<file path="config.mk">
export PLATFORM = sky130hd
export DESIGN_NAME = nearest_path_point_search_core
export DESIGN_NICKNAME = d
export VERILOG_FILES = /design/src/nps_pkg.sv /design/src/nps_queue.sv /design/src/nps_front.sv /design/src/nps_back.sv /design/src/nearest_path_point_search_core.sv
export VERILOG_INCLUDE_DIRS = /design/src /design/src/src
export SDC_FILE = /design/constraint.sdc
export NUM_CORES = 2
export LEC_CHECK = 0
export BUFFER_PORTS_ARGS = -buffer_cell sky130_fd_sc_hd__buf_4
export CAP_MARGIN = 20
export CORE_MARGIN = 3
export CORE_UTILIZATION = 62
export CTS_CLUSTER_SIZE = 20
export DETAILED_ROUTE_END_ITERATION = 16
export PLACE_DENSITY = 0.85
export SYNTH_ARGS = -nofsm -noshare
export SYNTH_HDL_FRONTEND = slang
export SYNTH_SLANG_ARGS = --single-unit
export TNS_END_PERCENT = 30
</file>
<file path="constraint.sdc">
create_clock -name clock -period 25.7 [get_ports clock]
set_clock_uncertainty 0.05 [all_clocks]
set_input_delay 5.14 -clock clock [delete_from_list [all_inputs] [get_ports clock]]
set_output_delay 5.14 -clock clock [all_outputs]
set_load 0.05 [all_outputs]
</file>
<file path="src/assert_macros.svh">
// Assertion helpers used by the back stage RTL file.
`ifndef ASSERT_MACROS_SVH
`define ASSERT_MACROS_SVH

// Check that cons holds in the same cycle whenever ante holds.
`define NPS_ASSERT_IMPLY(label, clk, rst, ante, cons, msg) \
   label: assert property (@(posedge clk) disable iff (rst) (ante) |-> (cons)) \
      else $error(msg);

// Check that cons holds in the cycle after ante held.
`define NPS_ASSERT_NEXT(label, clk, rst, ante, cons, msg) \
   label: assert property (@(posedge clk) disable iff (rst) (ante) |=> (cons)) \
      else $error(msg);

`endif

</file>
<file path="src/nps_pkg.sv">
`timescale 1ns / 1ps
`default_nettype none
package nps_pkg;

   localparam int RADIUS_W = 49;
   localparam logic [RADIUS_W-1:0] RADIUS_RESET = 49'd65536000000;
   localparam int INDEX_W = 12;

   localparam int MAX_POINTS_DEFAULT = 4096;
   localparam int COORD_W_DEFAULT = 24;
   localparam int QUEUE_DEPTH = 2;

   // Per-item control between the front and the back
   typedef struct packed {
      logic start;    // item opens a new search
      logic last;     // item closes the search and emits a result
      logic compare;  // item lies within the point limit
   } nps_flags_type;

   localparam int FLAGS_W = $bits(nps_flags_type);

endpackage
`default_nettype wire

</file>
<file path="src/nps_queue.sv">
`timescale 1ns / 1ps
`default_nettype none
module nps_queue #(
   parameter int WIDTH = 8,
   parameter int DEPTH = nps_pkg::QUEUE_DEPTH
) (
   input  wire logic             clock,
   input  wire logic             reset,
   input  wire logic             push,
   input  wire logic [WIDTH-1:0] push_data,
   output logic                  full,
   input  wire logic             pop,
   output logic [WIDTH-1:0]      head_data,
   output logic                  empty
);
   import nps_pkg::*;

   localparam int PTR_W = (DEPTH > 1) ? $clog2(DEPTH) : 1;
   localparam int CNT_W = $clog2(DEPTH + 1);

   logic [WIDTH-1:0] entries_ff [DEPTH];
   logic [PTR_W-1:0] wr_ptr_ff, wr_ptr_in;
   logic [PTR_W-1:0] rd_ptr_ff, rd_ptr_in;
   logic [CNT_W-1:0] count_ff, count_in;
   logic             do_push, do_pop;

   assign full      = (count_ff == CNT_W'(DEPTH));
   assign empty     = (count_ff == '0);
   assign do_push   = push && !full;
   assign do_pop    = pop && !empty;
   assign head_data = entries_ff[rd_ptr_ff];

   always_comb begin
      wr_ptr_in = wr_ptr_ff;
      rd_ptr_in = rd_ptr_ff;
      count_in  = count_ff;
      if (do_push) begin
         wr_ptr_in = (wr_ptr_ff == PTR_W'(DEPTH - 1)) ? '0 : wr_ptr_ff + 1'b1;
      end
      if (do_pop) begin
         rd_ptr_in = (rd_ptr_ff == PTR_W'(DEPTH - 1)) ? '0 : rd_ptr_ff + 1'b1;
      end
      if (do_push && !do_pop) begin
         count_in = count_ff + 1'b1;
      end else if (do_pop && !do_push) begin
         count_in = count_ff - 1'b1;
      end
   end

   always_ff @(posedge clock) begin
      if (reset) begin
         wr_ptr_ff <= '0;
         rd_ptr_ff <= '0;
         count_ff  <= '0;
      end else begin
         wr_ptr_ff <= wr_ptr_in;
         rd_ptr_ff <= rd_ptr_in;
         count_ff  <= count_in;
      end
   end

   always_ff @(posedge clock) begin
      if (do_push) begin
         entries_ff[wr_ptr_ff] <= push_data;
      end
   end

endmodule
`default_nettype wire

</file>
<file path="src/nps_front.sv">
`timescale 1ns / 1ps
`default_nettype none
module nps_front #(
   parameter int MAX_POINTS = nps_pkg::MAX_POINTS_DEFAULT,
   parameter int COORD_W    = nps_pkg::COORD_W_DEFAULT,
   parameter int MID_W      = nps_pkg::FLAGS_W + 4 * COORD_W + 2 + $clog2(MAX_POINTS)
) (
   input  wire logic                clock,
   input  wire logic                reset,
   input  wire logic                accept,
   input  wire logic [COORD_W-1:0]  query_x,
   input  wire logic [COORD_W-1:0]  query_y,
   input  wire logic [COORD_W-1:0]  path_x,
   input  wire logic [COORD_W-1:0]  path_y,
   input  wire logic                first_point,
   input  wire logic                last_point,
   output logic [MID_W-1:0]         item_data
);
   import nps_pkg::*;

   localparam int CNT_W = $clog2(MAX_POINTS + 1);
   localparam int IDX_W = $clog2(MAX_POINTS);
   localparam int DIF_W = COORD_W + 1;

   logic                    active_ff, active_in;
   logic [CNT_W-1:0]        count_ff, count_in;
   logic [CNT_W-1:0]        count_eff;
   nps_flags_type           flags;
   logic signed [DIF_W-1:0] diff_x, diff_y;
   logic [DIF_W-1:0]        mag_x, mag_y;

   // Classify: a new search opens on a marked first point or when none is open
   assign flags.start   = first_point || !active_ff;
   assign flags.last    = last_point;
   assign count_eff     = flags.start ? '0 : count_ff;
   assign flags.compare = (count_eff < CNT_W'(MAX_POINTS));

   assign diff_x = signed'({query_x[COORD_W-1], query_x}) - signed'({path_x[COORD_W-1], path_x});
   assign diff_y = signed'({query_y[COORD_W-1], query_y}) - signed'({path_y[COORD_W-1], path_y});
   assign mag_x  = diff_x[DIF_W-1] ? DIF_W'(-diff_x) : DIF_W'(diff_x);
   assign mag_y  = diff_y[DIF_W-1] ? DIF_W'(-diff_y) : DIF_W'(diff_y);

   assign item_data = {flags, mag_x, mag_y, path_x, path_y, count_eff[IDX_W-1:0]};

   always_comb begin
      active_in = active_ff;
      count_in  = count_ff;
      if (accept) begin
         active_in = !last_point;
         if (last_point) begin
            count_in = '0;
         end else if (flags.compare) begin
            count_in = count_eff + 1'b1;
         end else begin
            count_in = count_eff;
         end
      end
   end

   always_ff @(posedge clock) begin
      if (reset) begin
         active_ff <= 1'b0;
         count_ff  <= '0;
      end else begin
         active_ff <= active_in;
         count_ff  <= count_in;
      end
   end

endmodule
`default_nettype wire

</file>
<file path="src/nps_back.sv">
`timescale 1ns / 1ps
`default_nettype none
`include "assert_macros.svh"
module nps_back #(
   parameter int MAX_POINTS = nps_pkg::MAX_POINTS_DEFAULT,
   parameter int COORD_W    = nps_pkg::COORD_W_DEFAULT,
   parameter int MID_W      = nps_pkg::FLAGS_W + 4 * COORD_W + 2 + $clog2(MAX_POINTS),
   parameter int RES_W      = 2 * COORD_W + nps_pkg::INDEX_W + 1
) (
   input  wire logic                         clock,
   input  wire logic                         reset,
   input  wire logic                         csr_write_en,
   input  wire logic [nps_pkg::RADIUS_W-1:0] csr_write_data,
   input  wire logic [MID_W-1:0]             mid_data,
   input  wire logic                         mid_empty,
   output logic                              mid_pop,
   output logic [RES_W-1:0]                  res_data,
   output logic                              res_push,
   input  wire logic                         res_full
);
   import nps_pkg::*;

   localparam int IDX_W = $clog2(MAX_POINTS);
   localparam int DIF_W = COORD_W + 1;
   localparam int SQ_W  = 2 * DIF_W;
   localparam int SUM_W = SQ_W + 1;
   localparam int CMP_W = (SUM_W > RADIUS_W) ? SUM_W : RADIUS_W;

   nps_flags_type        mid_flags;
   logic [DIF_W-1:0]     mid_mag_x, mid_mag_y;
   logic [COORD_W-1:0]   mid_px, mid_py;
   logic [IDX_W-1:0]     mid_idx;

   logic [RADIUS_W-1:0]  radius_ff, radius_in;

   logic                 s1_valid_ff, s1_valid_in;
   nps_flags_type        s1_flags_ff;
   logic [SQ_W-1:0]      s1_sq_x_ff, s1_sq_y_ff;
   logic [COORD_W-1:0]   s1_px_ff, s1_py_ff;
   logic [IDX_W-1:0]     s1_idx_ff;

   logic [RADIUS_W-1:0]  best_dist_ff, best_dist_in;
   logic [COORD_W-1:0]   best_x_ff, best_x_in;
   logic [COORD_W-1:0]   best_y_ff, best_y_in;
   logic [IDX_W-1:0]     best_idx_ff, best_idx_in;
   logic                 best_found_ff, best_found_in;

   logic                 s1_go, take;
   logic [CMP_W-1:0]     dist_sq;
   logic [RADIUS_W-1:0]  base_dist;
   logic [COORD_W-1:0]   base_x, base_y;
   logic [IDX_W-1:0]     base_idx;
   logic                 base_found;
   logic                 hit;
   logic [IDX_W+INDEX_W-1:0] idx_wide;

   assign {mid_flags, mid_mag_x, mid_mag_y, mid_px, mid_py, mid_idx} = mid_data;

   // Hold stage one while a result waits on a full output queue
   assign s1_go   = s1_valid_ff && !(s1_flags_ff.last && res_full);
   assign take    = !mid_empty && (!s1_valid_ff || s1_go);
   assign mid_pop = take;

   assign radius_in   = csr_write_en ? csr_write_data : radius_ff;
   assign s1_valid_in = take ? 1'b1 : (s1_go ? 1'b0 : s1_valid_ff);

   // Stage two: sum, compare against the running best and update
   assign dist_sq    = CMP_W'(SUM_W'(s1_sq_x_ff) + SUM_W'(s1_sq_y_ff));
   assign base_dist  = s1_flags_ff.start ? radius_ff : best_dist_ff;
   assign base_x     = s1_flags_ff.start ? s1_px_ff : best_x_ff;
   assign base_y     = s1_flags_ff.start ? s1_py_ff : best_y_ff;
   assign base_idx   = s1_flags_ff.start ? '0 : best_idx_ff;
   assign base_found = s1_flags_ff.start ? 1'b0 : best_found_ff;
   assign hit        = s1_flags_ff.compare && (dist_sq < CMP_W'(base_dist));

   always_comb begin
      best_dist_in  = best_dist_ff;
      best_x_in     = best_x_ff;
      best_y_in     = best_y_ff;
      best_idx_in   = best_idx_ff;
      best_found_in = best_found_ff;
      if (s1_go) begin
         best_dist_in  = hit ? dist_sq[RADIUS_W-1:0] : base_dist;
         best_x_in     = hit ? s1_px_ff : base_x;
         best_y_in     = hit ? s1_py_ff : base_y;
         best_idx_in   = hit ? s1_idx_ff : base_idx;
         best_found_in = hit || base_found;
      end
   end

   assign idx_wide = {{INDEX_W{1'b0}}, best_idx_in};
   assign res_push = s1_go && s1_flags_ff.last;
   assign res_data = {best_x_in, best_y_in, idx_wide[INDEX_W-1:0], best_found_in};

   always_ff @(posedge clock) begin
      if (reset) begin
         radius_ff     <= RADIUS_RESET;
         s1_valid_ff   <= 1'b0;
         best_found_ff <= 1'b0;
      end else begin
         radius_ff     <= radius_in;
         s1_valid_ff   <= s1_valid_in;
         best_found_ff <= best_found_in;
      end
   end

   // Stage one: square both magnitudes
   always_ff @(posedge clock) begin
      if (take) begin
         s1_flags_ff <= mid_flags;
         s1_sq_x_ff  <= mid_mag_x * mid_mag_x;
         s1_sq_y_ff  <= mid_mag_y * mid_mag_y;
         s1_px_ff    <= mid_px;
         s1_py_ff    <= mid_py;
         s1_idx_ff   <= mid_idx;
      end
      best_dist_ff <= best_dist_in;
      best_x_ff    <= best_x_in;
      best_y_ff    <= best_y_in;
      best_idx_ff  <= best_idx_in;
   end

   `NPS_ASSERT_IMPLY(a_push_needs_last, clock, reset, res_push,
      s1_valid_ff && s1_flags_ff.last, "result pushed without a last point in stage one")
   `NPS_ASSERT_NEXT(a_stall_holds, clock, reset,
      s1_valid_ff && s1_flags_ff.last && res_full,
      s1_valid_ff && $stable(s1_idx_ff) && $stable(s1_px_ff), "stalled result lost")
   `NPS_ASSERT_IMPLY(a_start_compared, clock, reset, s1_valid_ff && s1_flags_ff.start,
      s1_flags_ff.compare && (s1_idx_ff == '0), "search start not taken as index zero")

endmodule
`default_nettype wire

</file>
<file path="src/nearest_path_point_search_core.sv">
// Nearest path point search: running squared-distance minimum over a point stream.
// Throughput: one path point per cycle while neither queue is full, through a
// front stage, a two-entry queue, a square stage and a compare/update stage.
// A last point passes the middle queue and stage one before rsp_empty falls.
// Reset: synchronous, active high; clears queues and search state, radius to 1000 m.
`timescale 1ns / 1ps
`default_nettype none
module nearest_path_point_search_core #(
   parameter int MAX_POINTS  = nps_pkg::MAX_POINTS_DEFAULT,
   parameter int COORD_WIDTH = nps_pkg::COORD_W_DEFAULT
) (
   input  wire logic                            clock,
   input  wire logic                            reset,
   // configuration
   input  wire logic                            csr_write_en,
   input  wire logic [nps_pkg::RADIUS_W-1:0]    csr_write_data,
   // path points in
   input  wire logic                            req_push,
   output logic                                 req_full,
   input  wire logic signed [COORD_WIDTH-1:0]   req_query_x,
   input  wire logic signed [COORD_WIDTH-1:0]   req_query_y,
   input  wire logic signed [COORD_WIDTH-1:0]   req_path_x,
   input  wire logic signed [COORD_WIDTH-1:0]   req_path_y,
   input  wire logic                            req_first_point,
   input  wire logic                            req_last_point,
   // nearest point out
   output logic                                 rsp_empty,
   input  wire logic                            rsp_pop,
   output logic signed [COORD_WIDTH-1:0]        rsp_nearest_x,
   output logic signed [COORD_WIDTH-1:0]        rsp_nearest_y,
   output logic [nps_pkg::INDEX_W-1:0]          rsp_nearest_index,
   output logic                                 rsp_found_within
);
   import nps_pkg::*;

   // Queue word between front and back: flags, two magnitudes, point, index
   localparam int MID_W = FLAGS_W + 4 * COORD_WIDTH + 2 + $clog2(MAX_POINTS);
   // Result word: nearest x, nearest y, index, found flag
   localparam int RES_W = 2 * COORD_WIDTH + INDEX_W + 1;

   logic             req_accept;
   logic [MID_W-1:0] front_data;
   logic [MID_W-1:0] mid_data;
   logic             mid_empty;
   logic             mid_pop;
   logic [RES_W-1:0] res_data;
   logic             res_push;
   logic             res_full;
   logic [RES_W-1:0] rsp_data;

   // A transfer in takes place when req_push is high and the middle queue has room
   assign req_accept = req_push && !req_full;

   // Front: track the open search and point count, classify, take differences
   nps_front #(
      .MAX_POINTS (MAX_POINTS),
      .COORD_W    (COORD_WIDTH),
      .MID_W      (MID_W)
   ) u_front (
      .clock       (clock),
      .reset       (reset),
      .accept      (req_accept),
      .query_x     (req_query_x),
      .query_y     (req_query_y),
      .path_x      (req_path_x),
      .path_y      (req_path_y),
      .first_point (req_first_point),
      .last_point  (req_last_point),
      .item_data   (front_data)
   );

   // Decouple the front from the back so each side can stall alone
   nps_queue #(
      .WIDTH (MID_W),
      .DEPTH (QUEUE_DEPTH)
   ) u_mid_queue (
      .clock     (clock),
      .reset     (reset),
      .push      (req_push),
      .push_data (front_data),
      .full      (req_full),
      .pop       (mid_pop),
      .head_data (mid_data),
      .empty     (mid_empty)
   );

   // Back: square, compare against the running best, emit on the last point
   nps_back #(
      .MAX_POINTS (MAX_POINTS),
      .COORD_W    (COORD_WIDTH),
      .MID_W      (MID_W),
      .RES_W      (RES_W)
   ) u_back (
      .clock          (clock),
      .reset          (reset),
      .csr_write_en   (csr_write_en),
      .csr_write_data (csr_write_data),
      .mid_data       (mid_data),
      .mid_empty      (mid_empty),
      .mid_pop        (mid_pop),
      .res_data       (res_data),
      .res_push       (res_push),
      .res_full       (res_full)
   );

   // Hold finished results until the consumer transfers them
   nps_queue #(
      .WIDTH (RES_W),
      .DEPTH (QUEUE_DEPTH)
   ) u_rsp_queue (
      .clock     (clock),
      .reset     (reset),
      .push      (res_push),
      .push_data (res_data),
      .full      (res_full),
      .pop       (rsp_pop),
      .head_data (rsp_data),
      .empty     (rsp_empty)
   );

   assign {rsp_nearest_x, rsp_nearest_y, rsp_nearest_index, rsp_found_within} = rsp_data;

endmodule
`default_nettype wire
</file>
Word-level counts from Yosys, hierarchy flattened
Memory sizes are Yosys's and may differ from the RTL's. A register that Yosys moved wholly into a read port is not among the register bits.
Index checks and enable logic that the tools add are counted.
Cells by class
  add/sub/neg operators: 14
  equality and inequality tests: 2
  muxes and demuxes: 36
  order comparisons: 2
  reduce and logical (&&, ||, !) cells: 33
  $mul: 2
Operator list (count)
  two-way mux 24 bit: 6
  multiplier 25 x 25 -> 50 bit: 2
  two-way mux 49 bit: 2
  adder 50 x 50 -> 51 bit: 1
  less-than comparator 51 x 49 -> 1 bit: 1
  two-way mux 25 bit: 2
  negator 25 bit: 2
  subtractor 24 x 24 -> 25 bit: 2
  two-way mux 13 bit: 3
  two-way mux 12 bit: 3
  two-way mux 1 bit: 16
  adder 13 x 1 -> 13 bit, second input constant: 1
  logical AND 1 bit: 13
  less-than comparator 13 bit, second input constant: 1
  zero test 1 bit: 12
  two-way mux 2 bit: 4
  nonzero test 2 bit: 3
  adder 1 bit, second input constant: 4
  adder 2 x 1 -> 2 bit, second input constant: 2
  equality test 2 bit, second input constant: 2
  zero test 2 bit: 2
  subtractor 2 x 1 -> 2 bit, second input constant: 2
  logical OR 1 bit: 3
Word-level totals
  word-level logic and storage cells: 114
  memories kept: 2
  flip-flop bits (word level): 345
  RAM bits: 348
Memory list
  u_mid_queue.entries_ff: words 2, width 113, read ports 1, clocked after Yosys merged registers in 1, wr ports 1, line nps_queue.sv:21  | logic [WIDTH-1:0] entries_ff [DEPTH];
  u_rsp_queue.entries_ff: words 2, width 61, read ports 1, clocked after Yosys merged registers in 1, wr ports 1, line nps_queue.sv:21

Longest topological paths before layout
  word-level depth: 10
  mapped depth: 33

Modules after synthesis
From an unflattened synthesis, not the netlist that was laid out.
Second synthesis, totals
  cells, all modules: 6577
  area total of the unflattened synthesis: 69376.5 um^2
By module, submodules not included
  nps_back: cells each 5202, area each 50772.4 um^2, seq. area each 8528.2 um^2, times used 1
  nps_queue at u_mid_queue: cells each 377, area each 8664.6 um^2, seq. area each 6886.6 um^2, times used 1
  nps_front: cells each 782, area each 5322.6 um^2, seq. area each 280.3 um^2, times used 1
  nps_queue at u_rsp_queue: cells each 215, area each 4603.2 um^2, seq. area each 3763.6 um^2, times used 1
  nearest_path_point_search_core: cells each 1, area each 13.8 um^2, seq. area each 0.0 um^2, times used 1

Worst setup path after synthesis
No wires, ideal clock.
  path kind: input -> register
  from: input port req_push
  to: memory u_mid_queue.entries_ff[0][0] in the netlist's numbering, enable pin
  setup slack: 14.880 ns
  arrival: 10.181 ns
  cell stages on the path: 3
  buffers on the path: 1
  cells stage by stage: nand2_1 clkbuf_1 nor2_1
Between the ends
  longest elaborated chain between the ends: 3
Ends and longest elaborated chain
  start, declared: line nearest_path_point_search_core.sv:18  | input wire logic req_push,
  logical AND 1 bit: line nps_queue.sv:29  | assign do_push = push && !full;
  two-way mux 1 bit: line nps_queue.sv:63  | if (do_push) begin
  two-way mux 1 bit (not written as such): line nps_queue.sv:64  | entries_ff[wr_ptr_ff] <= push_data;
  end, declared: line nps_queue.sv:21
No other way between the ends.

==> results.cfg <==
[routing]
vias = 46110
wl_um = 164000
ant_nets = 0
drc = 0
wire_per_inst_um = 20.7
routed_via_density = 5.80
drt_iter0_markers = 3967
drt_pre_antenna_iters = 6

[worst_setup_path]
r2r_cells = 28
crit_type = flop to flop
critPathMaxFanout = 67
endpoint_kind = flop
cp-start-kind = flop
arrival_ns = 10.16
cp.required_ns = 26.02
rr_endpoint = u_back.s1_sq_y_ff[49]
r2r_slack_ns = 15.86
slowest_delay_ns = 0.88
cp_slowest_cell = buf_4

[clock_tree]
cts.repair.resized = 0
h-tree-depth = 3
cts_setup_buffers = 0
cts_tree = built
worstSkewPairLatency_ns = 0.64
cts_buffers = 72
cts-root-buf = clkbuf_16
clkTransAtPathRegs_ns = 0.07
cts_buffer_depth = 3
clock-sinks = 693
cts_hold_buf = 0

[global_routing]
met1_usage = 0.396
grt_pass1_vias = 49171
grt_max_degree = 103
gr-usage-all-layers = 0.300
grtUsageMet3 = 0.0816
grt_pass1_wl_um = 262000
overflow = 0
grt_antenna_before_repair = 4
grt-busiest-layer = met2
met2_usage = 0.480

[die]
die_width_um = 333
die_area_sq_um = 111000
die_h_um = 333
rows = 119
pin_count = 215
initial_core_util = 0.628
core_area_sq_um = 106000

[timing]
worstMarginPinSlew_ns = 1.10
drv_slew = 0
setup_tns_ns = 0
fin_crit_ns = 9.84
max_freq_mhz = 102
finalHoldViolations = 0
setup_ws_ns = 15.86
slew-limit-headroom = 0.247
hold_slack_ns = 0.426
post-route-period-util = 0.383
rsz0062_at_grt = false
setup_violations = 0

[final_layout]
area_growth_pct = 8.09
nFillCells = 7492
layout_commonest_cell = inv_1
final_cell_mix = 1,437 x inv_1, 935 x fa_1, 558 x edfxtp_1
final_layout_size_suffix_gt1_frac = 0.0858
nNetsFinal = 8096
fin_util = 0.679

[synthesis]
netlist_area_sq_um = 66500
ys_seq_area_frac = 0.293
synthFlopType = edfxtp_1
synth_top_family_by_area = adder cells
synth-edff-count = 558
syn_nets = 7943
ys_seq_elements = 693
async_reset_ff_frac = 0
synth_compound_gate_area_share = 0.0696
synthMuxAreaShare = 0.0530
synth_warnings = 0
synth_xor_area_frac = 0.0306
yosys.area_share.simple = 0.0842
yosys.cell_types.count = 84
synthCells = 6349
synth_adder_area_share = 0.377
syn_area_per_cell_sq_um = 10.5

[min_path]
min_to = u_front.count_ff[5]
hold_path_depth = 2
min_from = u_front.count_ff[5]
min_path_type = flop to flop

[place]
io_buffers = 214
place_hpwl_um = 127000
place_ws_ns = 16.03
gp_congestion = 0.976

[status]
status = completed

[job]
cap_viol_max_count = 0
-- critical path, delay by kind of cell, from the launching register on --
family | cells | cell delay, ns
AND/OR/NAND/NOR | 6 | 1.27
AO/OA/AOI/OAI | 4 | 1.04
XOR/XNOR | 1 | 0.17
multiplexers | 1 | 0.67
adder cells (fa/ha/maj) | 8 | 3.87
buffers and inverters | 8 | 1.86
flip-flops | 1 | 0.58
-- Yosys cell counts (29+ instances only) --
cell,number,share of area
clkbuf_1,134,0.0076
xor2_1,84,0.011
o21ai_0,106,0.0080
ha_1,507,0.095
edfxtp_1,558,0.25
dfxtp_1,135,0.041
xnor2_1,148,0.020
nand3_1,46,0.0035
fa_1,935,0.28
nand4_1,30,0.0028
mux2_2,157,0.027
nor3_1,43,0.0032
nand2_1,469,0.026
a21o_1,91,0.010
a21oi_1,246,0.019
buf_1,29,0.0016
inv_1,1439,0.081
nor2_1,548,0.031
nor2b_1,32,0.0030
mux2i_1,121,0.018
mux2_1,48,0.0081
o21a_1,36,0.0041
-- layer usage --
metal  part of all wire  wire, um
met4              0.040      6530
met3               0.11     17900
met2               0.46     75400
met5            0.00019        32
met1               0.39     64500
-- cell families after synthesis --
logic type / Yosys count
buf+inv: 1630
fa+ha+maj: 1442
simple gates: 1306
compound gates: 720
flops: 693
mux: 326
xor+xnor: 232
-- final cells by class --
cell class | count | area [sq um] | share of cell area
clock inverters | 28 | 330 | 0.00460
repair buffers | 257 | 1940 | 0.0270
flip-flops and latches | 693 | 19500 | 0.271
multi-input cells | 4026 | 40900 | 0.569
clock buffers | 103 | 2010 | 0.0280
inverters | 1452 | 5460 | 0.0759
diodes | 1 | 2.50 | 0.0000348
well taps | 1391 | 1740 | 0.0242
-- sequential cells by signal, indices dropped and copies added (netlist names), named ones only --
signal and cells:
u_back.best_dist_ff 49, u_back.best_found_ff 1, u_back.best_idx_ff 12, u_back.best_x_ff 24, u_back.best_y_ff 24, u_back.radius_ff 49
u_back.s1_flags_ff 3, u_back.s1_idx_ff 12, u_back.s1_px_ff 24, u_back.s1_py_ff 24, u_back.s1_sq_x_ff 49, u_back.s1_sq_y_ff 49
u_back.s1_valid_ff 1, u_front.active_ff 1, u_front.count_ff 13, u_mid_queue.count_ff 2, u_mid_queue.entries_ff 226, u_mid_queue.rd_ptr_ff 1
u_mid_queue.wr_ptr_ff 1, u_rsp_queue.count_ff 2, u_rsp_queue.entries_ff 122, u_rsp_queue.rd_ptr_ff 1, u_rsp_queue.wr_ptr_ff 1
-- how the worst max path moves through the flow --
stage / startpoint / endpoint / slack [ns] / cells past startpoint
floorplan: req_push / u_mid_queue.entries_ff[0][0] / 14.88 / 3
global placement: flop / u_back.s1_sq_y_ff[49] / 16.15 / 28
detailed placement: flop / u_back.s1_sq_y_ff[49] / 16.03 / 28
CTS: flop / u_back.s1_sq_y_ff[49] / 16.00 / 28
global route: flop / u_back.s1_sq_y_ff[49] / 15.54 / 28
finish: flop / u_back.s1_sq_y_ff[49] / 15.86 / 28
-- stage by stage --
stage | instances | instance area, sq um
final | 7951 | 71800
after global routing | 7950 | 71800
after CTS | 7949 | 71800
after detailed placement | 7818 | 69500
after global placement | 7818 | 69500
after floorplan | 6349 | 66500
Power is not shown: default switching activity piles up to over one toggle a cycle in this logic, so the estimate is an artifact.
